### src/fdcs_pkg.sv
package fdcs_pkg;

   localparam int FFT_SIZE    = 64;
   localparam int LOG2_FFT    = $clog2(FFT_SIZE);
   localparam int HALF_FFT    = FFT_SIZE / 2;
   localparam int STREAMS_MAX = 4;
   localparam int STREAM_W    = 2;
   localparam int BIN_W       = 6;
   localparam int SAMPLE_W    = 16;
   localparam int USED_W      = 7;
   localparam int DELAY_W     = 7;
   localparam int PROD_K_W    = DELAY_W + BIN_W + 1;
   localparam int PHASE_W     = 9;
   localparam int PH_SHIFT    = PHASE_W - LOG2_FFT;
   localparam int QUARTER     = 128;
   localparam int QIDX_W      = 8;
   localparam int COEF_W      = 16;
   localparam int FRAC_BITS   = 15;
   localparam int ACC_W       = 2 * COEF_W + 2;

   localparam int CSR_IDX_W  = 3;
   localparam int CSR_DATA_W = 7;

   localparam logic [CSR_IDX_W-1:0] CSR_USED_BINS = 3'd0;
   localparam logic [CSR_IDX_W-1:0] CSR_DELAY0    = 3'd1;

   localparam logic [USED_W-1:0] USED_BINS_RESET = 7'd56;

   localparam int SIN_TBL_BITS = (QUARTER + 1) * COEF_W;
   localparam logic [63:0] PI_Q30 = 64'd3373259426;

   typedef struct packed {
      logic                       active;
      logic [PHASE_W-1:0]         phase;
      logic signed [SAMPLE_W-1:0] re;
      logic signed [SAMPLE_W-1:0] im;
   } fdcs_job_type;

   // Quarter-wave sine of 2*pi*i/512 in Q1.15, evaluated once at elaboration.
   function automatic logic [SIN_TBL_BITS-1:0] build_sin_tbl();
      logic [63:0]              x;
      logic [63:0]              x2;
      logic [63:0]              term;
      logic signed [63:0]       sum;
      logic [SIN_TBL_BITS-1:0]  tbl;
      tbl = '0;
      for (int i = 0; i <= QUARTER; i++) begin
         x    = (PI_Q30 * 64'(i) + 64'd128) >> 8;
         x2   = (x * x) >> 30;
         term = x;
         sum  = $signed(x);
         for (int n = 1; n <= 10; n++) begin
            term = ((term * x2) >> 30) / 64'((2 * n) * (2 * n + 1));
            if (n[0]) begin
               sum = sum - $signed(term);
            end else begin
               sum = sum + $signed(term);
            end
         end
         if (sum < 0) begin
            sum = 0;
         end
         sum = (sum + 64'sd16384) >>> 15;
         if (sum > 64'sd32767) begin
            sum = 64'sd32767;
         end
         tbl[i*COEF_W +: COEF_W] = sum[COEF_W-1:0];
      end
      return tbl;
   endfunction

   localparam logic [SIN_TBL_BITS-1:0] SIN_TBL = build_sin_tbl();

endpackage

### src/fdcs_if.sv
interface fdcs_req_if;
   import fdcs_pkg::*;

   logic                       valid;
   logic                       ready;
   logic [STREAM_W-1:0]        stream;
   logic [BIN_W-1:0]           bin;
   logic signed [SAMPLE_W-1:0] sample_re;
   logic signed [SAMPLE_W-1:0] sample_im;

   modport source (output valid, stream, bin, sample_re, sample_im, input ready);
   modport sink (input valid, stream, bin, sample_re, sample_im, output ready);
endinterface

interface fdcs_rsp_if;
   import fdcs_pkg::*;

   logic                       valid;
   logic                       ready;
   logic signed [SAMPLE_W-1:0] out_re;
   logic signed [SAMPLE_W-1:0] out_im;
   logic                       saturated;

   modport source (output valid, out_re, out_im, saturated, input ready);
   modport sink (input valid, out_re, out_im, saturated, output ready);
endinterface

### src/fdcs_front.sv
module fdcs_front #(
   parameter int STREAMS = fdcs_pkg::STREAMS_MAX
) (
   input  logic                                clock,
   input  logic                                reset,
   fdcs_req_if.sink                            req_chan,
   input  logic                                csr_write_en,
   input  logic [fdcs_pkg::CSR_IDX_W-1:0]      csr_index,
   input  logic [fdcs_pkg::CSR_DATA_W-1:0]     csr_wdata,
   output logic                                job_valid,
   input  logic                                job_ready,
   output fdcs_pkg::fdcs_job_type              job
);
   import fdcs_pkg::*;

   logic [USED_W-1:0]         used_bins_ff;
   logic signed [DELAY_W-1:0] delay_ff [STREAMS];

   logic [USED_W-1:0]          used_clip;
   logic [BIN_W+1:0]           win_lo;
   logic [BIN_W+1:0]           win_hi;
   logic [BIN_W+1:0]           bin_ext;
   logic                       stream_ok;
   logic                       in_window;
   logic signed [DELAY_W-1:0]  delay_sel;
   logic signed [BIN_W:0]      k_idx;
   logic signed [PROD_K_W-1:0] dk;

   always_ff @(posedge clock) begin
      if (reset) begin
         used_bins_ff <= USED_BINS_RESET;
         for (int i = 0; i < STREAMS; i++) begin
            delay_ff[i] <= '0;
         end
      end else if (csr_write_en) begin
         if (csr_index == CSR_USED_BINS) begin
            used_bins_ff <= csr_wdata[USED_W-1:0];
         end
         for (int i = 0; i < STREAMS; i++) begin
            if (csr_index == CSR_IDX_W'(int'(CSR_DELAY0) + i)) begin
               delay_ff[i] <= csr_wdata[DELAY_W-1:0];
            end
         end
      end
   end

   always_comb begin
      used_clip = (used_bins_ff > USED_W'(FFT_SIZE)) ? USED_W'(FFT_SIZE) : used_bins_ff;
      win_lo    = (BIN_W+2)'(HALF_FFT) - (BIN_W+2)'(used_clip >> 1);
      win_hi    = (BIN_W+2)'(HALF_FFT) + (BIN_W+2)'(used_clip >> 1);
      bin_ext   = (BIN_W+2)'(req_chan.bin);
      stream_ok = 32'(req_chan.stream) < STREAMS;
      in_window = stream_ok && (bin_ext < (BIN_W+2)'(FFT_SIZE))
                  && (bin_ext >= win_lo) && (bin_ext < win_hi);
      delay_sel = '0;
      for (int i = 0; i < STREAMS; i++) begin
         if (req_chan.stream == STREAM_W'(i)) begin
            delay_sel = delay_ff[i];
         end
      end
      k_idx = $signed({1'b0, req_chan.bin}) - $signed((BIN_W+1)'(HALF_FFT));
      dk    = PROD_K_W'(delay_sel) * PROD_K_W'(k_idx);
   end

   assign req_chan.ready = job_ready;
   assign job_valid      = req_chan.valid;
   assign job.active     = in_window;
   assign job.phase      = PHASE_W'(dk[LOG2_FFT-1:0]) << PH_SHIFT;
   assign job.re         = req_chan.sample_re;
   assign job.im         = req_chan.sample_im;

endmodule

### src/fdcs_queue.sv
module fdcs_queue (
   input  logic                    clock,
   input  logic                    reset,
   input  logic                    push_valid,
   output logic                    push_ready,
   input  fdcs_pkg::fdcs_job_type  push_job,
   output logic                    pop_valid,
   input  logic                    pop_ready,
   output fdcs_pkg::fdcs_job_type  pop_job
);
   import fdcs_pkg::*;

   fdcs_job_type entry_ff [2];
   logic         wr_ptr_ff;
   logic         wr_ptr_in;
   logic         rd_ptr_ff;
   logic         rd_ptr_in;
   logic [1:0]   count_ff;
   logic [1:0]   count_in;
   logic         push;
   logic         pop;

   always_comb begin
      push_ready = (count_ff != 2'd2);
      pop_valid  = (count_ff != 2'd0);
      push       = push_valid && push_ready;
      pop        = pop_valid && pop_ready;
      wr_ptr_in  = push ? ~wr_ptr_ff : wr_ptr_ff;
      rd_ptr_in  = pop ? ~rd_ptr_ff : rd_ptr_ff;
      count_in   = count_ff + 2'(push) - 2'(pop);
      pop_job    = entry_ff[rd_ptr_ff];
   end

   always_ff @(posedge clock) begin
      if (reset) begin
         wr_ptr_ff <= 1'b0;
         rd_ptr_ff <= 1'b0;
         count_ff  <= 2'd0;
      end else begin
         wr_ptr_ff <= wr_ptr_in;
         rd_ptr_ff <= rd_ptr_in;
         count_ff  <= count_in;
      end
   end

   always_ff @(posedge clock) begin
      if (push) begin
         entry_ff[wr_ptr_ff] <= push_job;
      end
   end

endmodule

### src/fdcs_back.sv
module fdcs_back (
   input  logic                    clock,
   input  logic                    reset,
   input  logic                    job_valid,
   output logic                    job_ready,
   input  fdcs_pkg::fdcs_job_type  job,
   fdcs_rsp_if.source              rsp_chan
);
   import fdcs_pkg::*;

   localparam logic signed [ACC_W-1:0] MAX_V = ACC_W'((1 << (SAMPLE_W - 1)) - 1);
   localparam logic signed [ACC_W-1:0] MIN_V = -MAX_V - ACC_W'(1);
   localparam logic signed [ACC_W-1:0] HALF_LSB = ACC_W'(1 << (FRAC_BITS - 1));

   function automatic logic [SAMPLE_W:0] round_clip(input logic signed [ACC_W-1:0] acc);
      logic signed [ACC_W-1:0] v;
      logic                    sat;
      logic [SAMPLE_W-1:0]     res;
      v = (acc + HALF_LSB) >>> FRAC_BITS;
      sat = 1'b0;
      res = v[SAMPLE_W-1:0];
      if (v > MAX_V) begin
         sat = 1'b1;
         res = MAX_V[SAMPLE_W-1:0];
      end else if (v < MIN_V) begin
         sat = 1'b1;
         res = MIN_V[SAMPLE_W-1:0];
      end
      return {sat, res};
   endfunction

   logic                       s1_valid_ff;
   logic signed [COEF_W-1:0]   s1_cos_ff;
   logic signed [COEF_W-1:0]   s1_sin_ff;
   logic signed [SAMPLE_W-1:0] s1_re_ff;
   logic signed [SAMPLE_W-1:0] s1_im_ff;

   logic                                s2_valid_ff;
   logic signed [SAMPLE_W+COEF_W-1:0]   s2_rc_ff;
   logic signed [SAMPLE_W+COEF_W-1:0]   s2_is_ff;
   logic signed [SAMPLE_W+COEF_W-1:0]   s2_ic_ff;
   logic signed [SAMPLE_W+COEF_W-1:0]   s2_rs_ff;

   logic                       out_valid_ff;
   logic signed [SAMPLE_W-1:0] out_re_ff;
   logic signed [SAMPLE_W-1:0] out_im_ff;
   logic                       out_sat_ff;

   logic                       out_load;
   logic                       s2_load;
   logic                       s1_load;
   logic [1:0]                 quad;
   logic [QIDX_W-1:0]          idx_a;
   logic [QIDX_W-1:0]          idx_b;
   logic signed [COEF_W-1:0]   sin_a;
   logic signed [COEF_W-1:0]   sin_b;
   logic signed [COEF_W-1:0]   cos_in;
   logic signed [COEF_W-1:0]   sin_in;
   logic signed [ACC_W-1:0]    acc_re;
   logic signed [ACC_W-1:0]    acc_im;
   logic [SAMPLE_W:0]          res_re;
   logic [SAMPLE_W:0]          res_im;

   always_comb begin
      out_load  = !out_valid_ff || rsp_chan.ready;
      s2_load   = !s2_valid_ff || out_load;
      s1_load   = !s1_valid_ff || s2_load;
      job_ready = s1_load;

      quad  = job.phase[PHASE_W-1 -: 2];
      idx_a = QIDX_W'(job.phase[PHASE_W-3:0]);
      idx_b = QIDX_W'(QUARTER) - idx_a;
      sin_a = SIN_TBL[idx_a*COEF_W +: COEF_W];
      sin_b = SIN_TBL[idx_b*COEF_W +: COEF_W];
      case (quad)
         2'd0: begin
            sin_in = sin_a;
            cos_in = sin_b;
         end
         2'd1: begin
            sin_in = sin_b;
            cos_in = -sin_a;
         end
         2'd2: begin
            sin_in = -sin_a;
            cos_in = -sin_b;
         end
         default: begin
            sin_in = -sin_b;
            cos_in = sin_a;
         end
      endcase
      if (!job.active) begin
         sin_in = '0;
         cos_in = '0;
      end

      acc_re = ACC_W'(s2_rc_ff) + ACC_W'(s2_is_ff);
      acc_im = ACC_W'(s2_ic_ff) - ACC_W'(s2_rs_ff);
      res_re = round_clip(acc_re);
      res_im = round_clip(acc_im);
   end

   always_ff @(posedge clock) begin
      if (reset) begin
         s1_valid_ff  <= 1'b0;
         s2_valid_ff  <= 1'b0;
         out_valid_ff <= 1'b0;
      end else begin
         if (s1_load) begin
            s1_valid_ff <= job_valid;
         end
         if (s2_load) begin
            s2_valid_ff <= s1_valid_ff;
         end
         if (out_load) begin
            out_valid_ff <= s2_valid_ff;
         end
      end
   end

   always_ff @(posedge clock) begin
      if (s1_load && job_valid) begin
         s1_cos_ff <= cos_in;
         s1_sin_ff <= sin_in;
         s1_re_ff  <= job.re;
         s1_im_ff  <= job.im;
      end
      if (s2_load && s1_valid_ff) begin
         s2_rc_ff <= (SAMPLE_W+COEF_W)'(s1_re_ff) * (SAMPLE_W+COEF_W)'(s1_cos_ff);
         s2_is_ff <= (SAMPLE_W+COEF_W)'(s1_im_ff) * (SAMPLE_W+COEF_W)'(s1_sin_ff);
         s2_ic_ff <= (SAMPLE_W+COEF_W)'(s1_im_ff) * (SAMPLE_W+COEF_W)'(s1_cos_ff);
         s2_rs_ff <= (SAMPLE_W+COEF_W)'(s1_re_ff) * (SAMPLE_W+COEF_W)'(s1_sin_ff);
      end
      if (out_load && s2_valid_ff) begin
         out_re_ff  <= res_re[SAMPLE_W-1:0];
         out_im_ff  <= res_im[SAMPLE_W-1:0];
         out_sat_ff <= res_re[SAMPLE_W] | res_im[SAMPLE_W];
      end
   end

   assign rsp_chan.valid     = out_valid_ff;
   assign rsp_chan.out_re    = out_re_ff;
   assign rsp_chan.out_im    = out_im_ff;
   assign rsp_chan.saturated = out_sat_ff;

endmodule

### src/freq_domain_cyclic_shift_top.sv
// Frequency-domain cyclic shift: every beat on req_chan carries a stream, an FFT bin and a
// complex Q1.15 sample, and yields exactly one beat on rsp_chan with the sample rotated by
// exp(-j*2*pi*d*k/64), rounded and saturated, or zero when the stream is out of range or the
// bin lies outside the centered window of used_bins bins (rounded down to even, at most 64).
// The block takes one beat per clock cycle while rsp_chan does not stall; a beat is written
// into the two-entry queue behind the classifier at the edge that accepts it, then passes
// the rotator's table lookup, multiplier and round-and-saturate registers to rsp_chan.
// The delay and window registers on the csr port must only be written while no beat is in
// flight.
module freq_domain_cyclic_shift_top #(
   parameter int STREAMS = fdcs_pkg::STREAMS_MAX
) (
   input  logic                            clock,
   input  logic                            reset,
   fdcs_req_if.sink                        req_chan,
   fdcs_rsp_if.source                      rsp_chan,
   input  logic                            csr_write_en,
   input  logic [fdcs_pkg::CSR_IDX_W-1:0]  csr_index,
   input  logic [fdcs_pkg::CSR_DATA_W-1:0] csr_wdata
);
   import fdcs_pkg::*;

   logic         front_valid;
   logic         front_ready;
   fdcs_job_type front_job;
   logic         back_valid;
   logic         back_ready;
   fdcs_job_type back_job;

   fdcs_front #(
      .STREAMS (STREAMS)
   ) u_front (
      .clock        (clock),
      .reset        (reset),
      .req_chan     (req_chan),
      .csr_write_en (csr_write_en),
      .csr_index    (csr_index),
      .csr_wdata    (csr_wdata),
      .job_valid    (front_valid),
      .job_ready    (front_ready),
      .job          (front_job)
   );

   fdcs_queue u_queue (
      .clock      (clock),
      .reset      (reset),
      .push_valid (front_valid),
      .push_ready (front_ready),
      .push_job   (front_job),
      .pop_valid  (back_valid),
      .pop_ready  (back_ready),
      .pop_job    (back_job)
   );

   fdcs_back u_back (
      .clock     (clock),
      .reset     (reset),
      .job_valid (back_valid),
      .job_ready (back_ready),
      .job       (back_job),
      .rsp_chan  (rsp_chan)
   );

endmodule
### src/flat_wrapper.sv
// flat-port wrapper written by rule: the top's interface ports become plain ports
module freq_domain_cyclic_shift_top_flat import fdcs_pkg::*;
#(
   parameter int STREAMS = fdcs_pkg::STREAMS_MAX
)
  (clock, reset, csr_write_en, csr_index, csr_wdata, req_chan_valid, req_chan_stream, req_chan_bin, req_chan_sample_re, req_chan_sample_im, req_chan_ready, rsp_chan_valid, rsp_chan_out_re, rsp_chan_out_im, rsp_chan_saturated, rsp_chan_ready);
  fdcs_req_if req_chan_i ();
  fdcs_rsp_if rsp_chan_i ();
  input  logic clock;
  input  logic reset;
  input  logic csr_write_en;
  input  logic [fdcs_pkg::CSR_IDX_W-1:0] csr_index;
  input  logic [fdcs_pkg::CSR_DATA_W-1:0] csr_wdata;
  input wire logic [$bits(req_chan_i.valid)-1:0] req_chan_valid;
  input wire logic [$bits(req_chan_i.stream)-1:0] req_chan_stream;
  input wire logic [$bits(req_chan_i.bin)-1:0] req_chan_bin;
  input wire logic [$bits(req_chan_i.sample_re)-1:0] req_chan_sample_re;
  input wire logic [$bits(req_chan_i.sample_im)-1:0] req_chan_sample_im;
  output wire logic [$bits(req_chan_i.ready)-1:0] req_chan_ready;
  output wire logic [$bits(rsp_chan_i.valid)-1:0] rsp_chan_valid;
  output wire logic [$bits(rsp_chan_i.out_re)-1:0] rsp_chan_out_re;
  output wire logic [$bits(rsp_chan_i.out_im)-1:0] rsp_chan_out_im;
  output wire logic [$bits(rsp_chan_i.saturated)-1:0] rsp_chan_saturated;
  input wire logic [$bits(rsp_chan_i.ready)-1:0] rsp_chan_ready;
  assign req_chan_i.valid = req_chan_valid;
  assign req_chan_i.stream = req_chan_stream;
  assign req_chan_i.bin = req_chan_bin;
  assign req_chan_i.sample_re = req_chan_sample_re;
  assign req_chan_i.sample_im = req_chan_sample_im;
  assign req_chan_ready = req_chan_i.ready;
  assign rsp_chan_valid = rsp_chan_i.valid;
  assign rsp_chan_out_re = rsp_chan_i.out_re;
  assign rsp_chan_out_im = rsp_chan_i.out_im;
  assign rsp_chan_saturated = rsp_chan_i.saturated;
  assign rsp_chan_i.ready = rsp_chan_ready;
  freq_domain_cyclic_shift_top #(.STREAMS(STREAMS)) u_core (.clock(clock), .reset(reset), .req_chan(req_chan_i), .rsp_chan(rsp_chan_i), .csr_write_en(csr_write_en), .csr_index(csr_index), .csr_wdata(csr_wdata));
endmodule
### config.mk
export PLATFORM = sky130hd
export DESIGN_NAME = freq_domain_cyclic_shift_top_flat
export DESIGN_NICKNAME = d
export VERILOG_FILES = /design/src/fdcs_pkg.sv /design/src/fdcs_if.sv /design/src/fdcs_front.sv /design/src/fdcs_queue.sv /design/src/fdcs_back.sv /design/src/freq_domain_cyclic_shift_top.sv /design/src/flat_wrapper.sv
export SDC_FILE = /design/constraint.sdc
export NUM_CORES = 2
export LEC_CHECK = 0
export ABC_AREA = 1
export BUFFER_PORTS_ARGS = -buffer_cell sky130_fd_sc_hd__buf_2
export CAP_MARGIN = 0
export CORE_MARGIN = 8
export CORE_UTILIZATION = 70
export CTS_CLUSTER_SIZE = 40
export DETAILED_ROUTE_END_ITERATION = 12
export PLACE_DENSITY = 0.95
export SLEW_MARGIN = 25
export SYNTH_ARGS = -nofsm -noshare
export SYNTH_HDL_FRONTEND = slang
export SYNTH_SLANG_ARGS = --single-unit
export TNS_END_PERCENT = 100
### constraint.sdc
create_clock -name clock -period 9.7 [get_ports clock]
set_clock_uncertainty 0.1 [all_clocks]
set_input_delay 0.485 -clock clock [delete_from_list [all_inputs] [get_ports clock]]
set_output_delay 0.485 -clock clock [all_outputs]
set_load 0.05 [all_outputs]
# ---- Yosys cells after proc, flatten, opt, wreduce, memory -nomap -nowiden
# Memory sizes are Yosys's and may differ from the RTL's. A register that Yosys moved wholly into a read port is not among the register bits.
# Index checks and enable logic that the tools add are counted.
dict set report totals {
  reg_bits 239
  n_memories 2
  output_inout_bits 35
  input_bits 55
  wordCells 118
  ramBits 106
}
dict set report op_classes {
  eq_ne 10
  reduce_logical 16
  addsub 12
  muxes 39
  bitwise_logic 7
  shifts 2
  order_cmp 7
  multipliers 5
}
# name words word_bits read_ports rd_ports_with_merged_regs wr line_no
set memory_table {}
lappend memory_table {u_core.u_queue.entry_ff 2 39 1 1 1 fdcs_queue.sv:13} ;# fdcs_job_type entry_ff [2];
lappend memory_table {u_core.u_front.delay_ff 4 7 4 0 4 fdcs_front.sv:17} ;# logic signed [DELAY_W-1:0] delay_ff [STREAMS];
# op count
set op_table {}
lappend op_table {{$shiftx A2064 B12 Y16 const A} 1}
lappend op_table {{$shiftx A2064 B13 Y16 const A} 1}
lappend op_table {{$mul A16 B16 Y32} 4}
lappend op_table {{$pmux W16 S3} 2}
lappend op_table {{$add A33 B16 Y34 const B} 2}
lappend op_table {{$mux W7} 9}
lappend op_table {{$gt A19 B16 Y1 const B} 2}
lappend op_table {{$lt A19 B16 Y1 const B} 2}
lappend op_table {{$add A32 B32 Y33} 1}
lappend op_table {{$sub A32 B32 Y33} 1}
lappend op_table {{$mux W16} 2}
lappend op_table {{$neg A16 Y16} 2}
lappend op_table {{$mux W1} 26}
lappend op_table {{$ge A6 B8 Y1} 1}
lappend op_table {{$sub A8 B7 Y8 const A} 1}
lappend op_table {{$add A6 B6 Y7 const A} 1}
lappend op_table {{$gt A7 B7 Y1 const B} 1}
lappend op_table {{$lt A6 B7 Y1} 1}
lappend op_table {{$mul A7 B7 Y6} 1}
lappend op_table {{$sub A6 B6 Y7 const A} 1}
lappend op_table {{$sub A6 B6 Y7 const B} 1}
lappend op_table {{$eq A2 B2 Y1 const B} 3}
lappend op_table {{$eq A3 B2 Y1 const B} 2}
lappend op_table {{$logic_and A1 B1 Y1} 5}
lappend op_table {{14 further kinds} 25}

# ---- Longest topological paths before layout
dict set report depth {
  word_depth 7
  ltp_mapped 27
  mapped_depth_nobuf 26
}

# ---- Modules after synthesis
# From an unflattened synthesis, not the netlist that was laid out.
dict set report unflattened {
  cells_unflattened 7838
  area_unflattened_um2 63861.2
}
# module instances cells_per_inst area_each_um2 seq_area_each_um2
set modules_own_cells {}
lappend modules_own_cells {fdcs_back 1 7347 57863.0 6816.5}
lappend modules_own_cells {fdcs_queue 1 168 3480.8 2622.5}
lappend modules_own_cells {fdcs_front 1 323 2517.4 860.8}

# ---- Worst setup path after synthesis
# OpenSTA, ideal clock, no wires.
dict set report synth_timing {
  path_type {reg-to-reg}
  start {register u_core.u_back.s1_im_ff[15]}
  end {register u_core.u_back.s2_is_ff[29] (data pin)}
  path_buffers 1
  setup_time_ns 0.264
  path_slack_ns 3.831
  t_arrival_ns 5.505
  path_stages_with_launch 21
  cell_sequence {edfxtp_1 clkbuf_1 nand2_1 inv_1 fa_1 fa_1 inv_1 fa_1 fa_1 fa_1 fa_1 inv_1 ha_1 nand2_1 nor2_1 inv_1 nor3_1 nand3_1 nand3_1 a31oi_1 xor2_1}
}
dict set report synth_between {
  elab_chain_cells 1
}
# item line_no
set synth_rtl {}
lappend synth_rtl {{from (decl)} fdcs_back.sv:36} ;# logic signed [SAMPLE_W-1:0] s1_im_ff;
lappend synth_rtl {{from (signal assigned)} fdcs_back.sv:127} ;# s1_im_ff <= job.im;
lappend synth_rtl {{$mul A16 B16 Y32} fdcs_back.sv:131} ;# s2_is_ff <= (SAMPLE_W+COEF_W)'(s1_im_ff) * (SAMPLE_W+COEF_W)'(s1_sin_ff);
lappend synth_rtl {{to (signal assigned)} fdcs_back.sv:131}
lappend synth_rtl {{to (decl)} fdcs_back.sv:40} ;# logic signed [SAMPLE_W+COEF_W-1:0] s2_is_ff;
# Every way passes these cells.
# A chain may end at the register's enable or synchronous reset.

# ---- Worst setup path in the final report
dict set report layout_timing {
  start {register u_core.u_back.s1_re_ff[15]}
  end {register u_core.u_back.s2_rc_ff[31] (data pin)}
}
dict set report layout_between {
  elab_chain_cells 1
}
# item line_no
set layout_rtl {}
lappend layout_rtl {{from (decl)} fdcs_back.sv:35} ;# logic signed [SAMPLE_W-1:0] s1_re_ff;
lappend layout_rtl {{from (signal assigned)} fdcs_back.sv:126} ;# s1_re_ff <= job.re;
lappend layout_rtl {{$mul A16 B16 Y32} fdcs_back.sv:130} ;# s2_rc_ff <= (SAMPLE_W+COEF_W)'(s1_re_ff) * (SAMPLE_W+COEF_W)'(s1_cos_ff);
lappend layout_rtl {{to (signal assigned)} fdcs_back.sv:130}
lappend layout_rtl {{to (decl)} fdcs_back.sv:39} ;# logic signed [SAMPLE_W+COEF_W-1:0] s2_rc_ff;
# Every way passes these cells.

==> results_dict.tcl <==
set metrics [dict create \
    slew-limit-headroom_pct 33.4 \
    grt_max_degree 69 \
    r2r_setup_slack_ns 2.46 \
    max_cap_violations 0 \
    dr.pass1.iters 7 \
    antenna_found_initial 1 \
    final_cell_mix "inv_1, nand2_1, fa_1, ha_1, edfxtp_1" \
    clockBufferDepth 3 \
    fin_crit_ns 7.24 \
    holdPathStages 1 \
    final_common_cell "inv_1" \
    final_layout_size_suffix_gt1_share_pct 4.18 \
    worstHoldPathType "in -> reg" \
    synthTopCellsByArea "fa_1, edfxtp_1, inv_1, nand2_1, ha_1" \
    slowest_stage "edfxtp_1" \
    drt_iter0_markers 5660 \
    dp_hpwl_microns 128000 \
    cts_buffers 42 \
    reg2reg_from "u_core.u_back.s1_re_ff[15]$_DFFE_PP_" \
    cts_root_buffer "clkbuf_16" \
    placed_cell_area_sq_um 61000 \
    yosysSeqAreaShare_pct 17.0 \
    clkLatencyLatePin_ns 0.62 \
    num_vias 48700 \
    ant_nets 0 \
    r2r_end "u_core.u_back.s2_rc_ff[31]$_DFFE_PP_" \
    htreeDepth 2 \
    postCtsSetupRepairBufs 0 \
    required_ns 9.94 \
    synthFlopType "edfxtp_1" \
    initial_core_util_pct 70.3 \
    fin_area_sq_um 62700 \
    tns_ns 0 \
    path_cells "buf_4, nand2_1, inv_1, fa_1, fa_1, fa_1, fa_1, fa_1, inv_1, fa_1, inv_1, ha_1, nand2_1, nor4_1, nand4_1, nand3_1, a31oi_1, xor2_1" \
    max_stage_delay_ns 0.87 \
    setup_viol 0 \
    viasPerCell 5.90 \
    rows 107 \
    cp.arrival_ns 7.48 \
    cts_tree "done" \
    max_slew.worst_pin.slew_ns 1.00 \
    ys_types 54 \
    synth_top_cell_by_area "fa_1" \
    fmax_ghz 0.138 \
    ioPinCount 90 \
    synth_cells 7084 \
    grt_pass1_wl_microns 270000 \
    worst-path-stages 18 \
    cts.sinks 341 \
    synth.top_cell.area_share_pct 35.4 \
    hold_viol 0 \
    syn2layout_area_growth_pct 5.43 \
    crit_buf_inv 4 \
    synth-async-reset-ratio_pct 0 \
    rsz0062_at_grt "no" \
    avgSynthCellArea_sq_um 8.39 \
    portBuffers 89 \
    endpoint "u_core.u_back.s2_rc_ff[31]$_DFFE_PP_" \
    synth.net_count 8674 \
    synth_edf_count 327 \
    place.gp.congestion 0.975 \
    path_clk_slew_ns 0.06 \
    fp.dieArea_sq_um 94500 \
    crit_fanout 17 \
    crit_path_end_kind "register" \
    core-area_sq_um 84600 \
    grt_usage_pct 36.1 \
    r2r_cells 18 \
    overflow 0 \
    cp_common_cell "fa_1" \
    status "complete, no violations" \
    yosys_warnings 0 \
    die_w_microns 307 \
    grt_pass1_vias 52900 \
    wl_per_cell_microns 20.3 \
    post-route-period-util_pct 74.7 \
    drv_slew 0 \
    drc_errors 0 \
    start_kind "register" \
    syn_area_sq_um 59400 \
    layout.nets 8673 \
    routed_wirelength_microns 168000 \
    die_height_microns 307 \
    crit_type "reg -> reg" \
    cp_top_family "adder cells" \
    synth-seq-cells 341 \
    crit_start "u_core.u_back.s1_re_ff[15]$_DFFE_PP_" \
]
-- repair_timing --
action / CTS / global route
endpoints found under the setup margin: 0 / 0
gates resized for setup: 0 / 0
hold buffers: 17 / 0
hold endpoints to repair: 33 / 0
-- how the worst min path moves through the flow --
stage | start | endpoint | slack [ns]
4_1_cts | req_chan_sample_re[3] | u_core.u_queue.entry_ff[1][19]$_DFFE_PP_ | 0.0001
6_report | req_chan_sample_re[3] | u_core.u_queue.entry_ff[1][19]$_DFFE_PP_ | 0.02
3_3_place_gp | u_core.u_queue.rd_ptr_ff$_SDFFE_PP0P_ | register | 0.34
3_5_place_dp | u_core.u_queue.rd_ptr_ff$_SDFFE_PP0P_ | register | 0.37
2_1_floorplan | u_core.u_queue.rd_ptr_ff$_SDFFE_PP0P_ | register | 0.33
5_1_grt | req_chan_sample_re[3] | u_core.u_queue.entry_ff[1][19]$_DFFE_PP_ | 0.01
-- metrics by stage --
stage | hold slack [ns] | std cells | worst slack (ns) | util [%]
final | 0.0177 | 8258 | 2.46 | 74.1
after global routing | 0.0112 | 8257 | 2.17 | 74.1
after CTS | 0.000111 | 8257 | 2.59 | 74.1
after detailed placement | 0.366 | 8166 | 2.67 | 72.1
after global placement | 0.338 | 8164 | 2.92 | 72.1
after floorplan | 0.326 | 7084 | 3.83 | -
-- logic make-up after synthesis --
kind of cell | synth area share, %
compound gates | 5.46
xor+xnor | 2.86
fa+ha+maj | 45.6
buf+inv | 13.9
flops | 17.0
simple gates | 15.2
-- cells in the mapped netlist (7+ instances only) --
library cell,n
nand3_2,11
a21o_1,33
a21oi_1,250
nand2_1,1701
xor2_1,119
nor2_1,293
nand3_1,135
a211oi_1,8
xnor2_1,73
nor4_1,18
a22oi_1,7
nand2_2,15
o21ai_0,156
nor3_1,27
nand4_1,25
fa_1,1052
o21a_1,9
o211ai_1,14
o31ai_1,8
nor2_2,7
o21bai_1,16
clkbuf_1,201
buf_2,15
dfxtp_1,14
edfxtp_1,327
ha_1,483
a31oi_1,31
inv_1,1946
or2_2,11
o21ai_1,12
-- flip-flops by register name, summed over array words and instances (netlist names), 24 cells and up, named ones only --
name                     cells
u_core.u_back.s2_ic_ff      32
u_core.u_back.s2_is_ff      32
u_core.u_back.s2_rc_ff      32
u_core.u_queue.entry_ff     78
u_core.u_back.s2_rs_ff      32
u_core.u_front.delay_ff     24
-- per-layer routing --
| metal | vias up | routed length [microns] | track usage (%) |
|---|---|---|---|
| met5 | - | 0 | 0 |
| met4 | 0 | 12600 | 22.2 |
| met3 | 968 | 22600 | 10.1 |
| met2 | 3588 | 74900 | 56.2 |
| met1 | 23200 | 57500 | 44.8 |
| li1 | 21000 | - | - |
-- final cells by class --
type | instances | area [sq um]
timing repair buffer | 180 | 1190
clock inverter | 27 | 399
antenna | 1 | 2.50
clock buffer | 47 | 1090
inverter | 1953 | 7330
tap | 1144 | 1430
multi-input combinational | 4565 | 41100
sequential | 341 | 10100
fill | 5562 | 21900
-- worst register-to-register path: cells and delay by family, from the launching register on --
| family | cells | cell delay (ns) |
|---|---|---|
| flops | 1 | 0.87 |
| simple gates | 5 | 1.18 |
| fa+ha+maj | 7 | 3.94 |
| xor+xnor | 1 | 0.15 |
| compound gates | 1 | 0.12 |
| buf+inv | 4 | 0.67 |
Power is not shown: default switching activity piles up to over one toggle a cycle in this logic, so the estimate is an artifact.
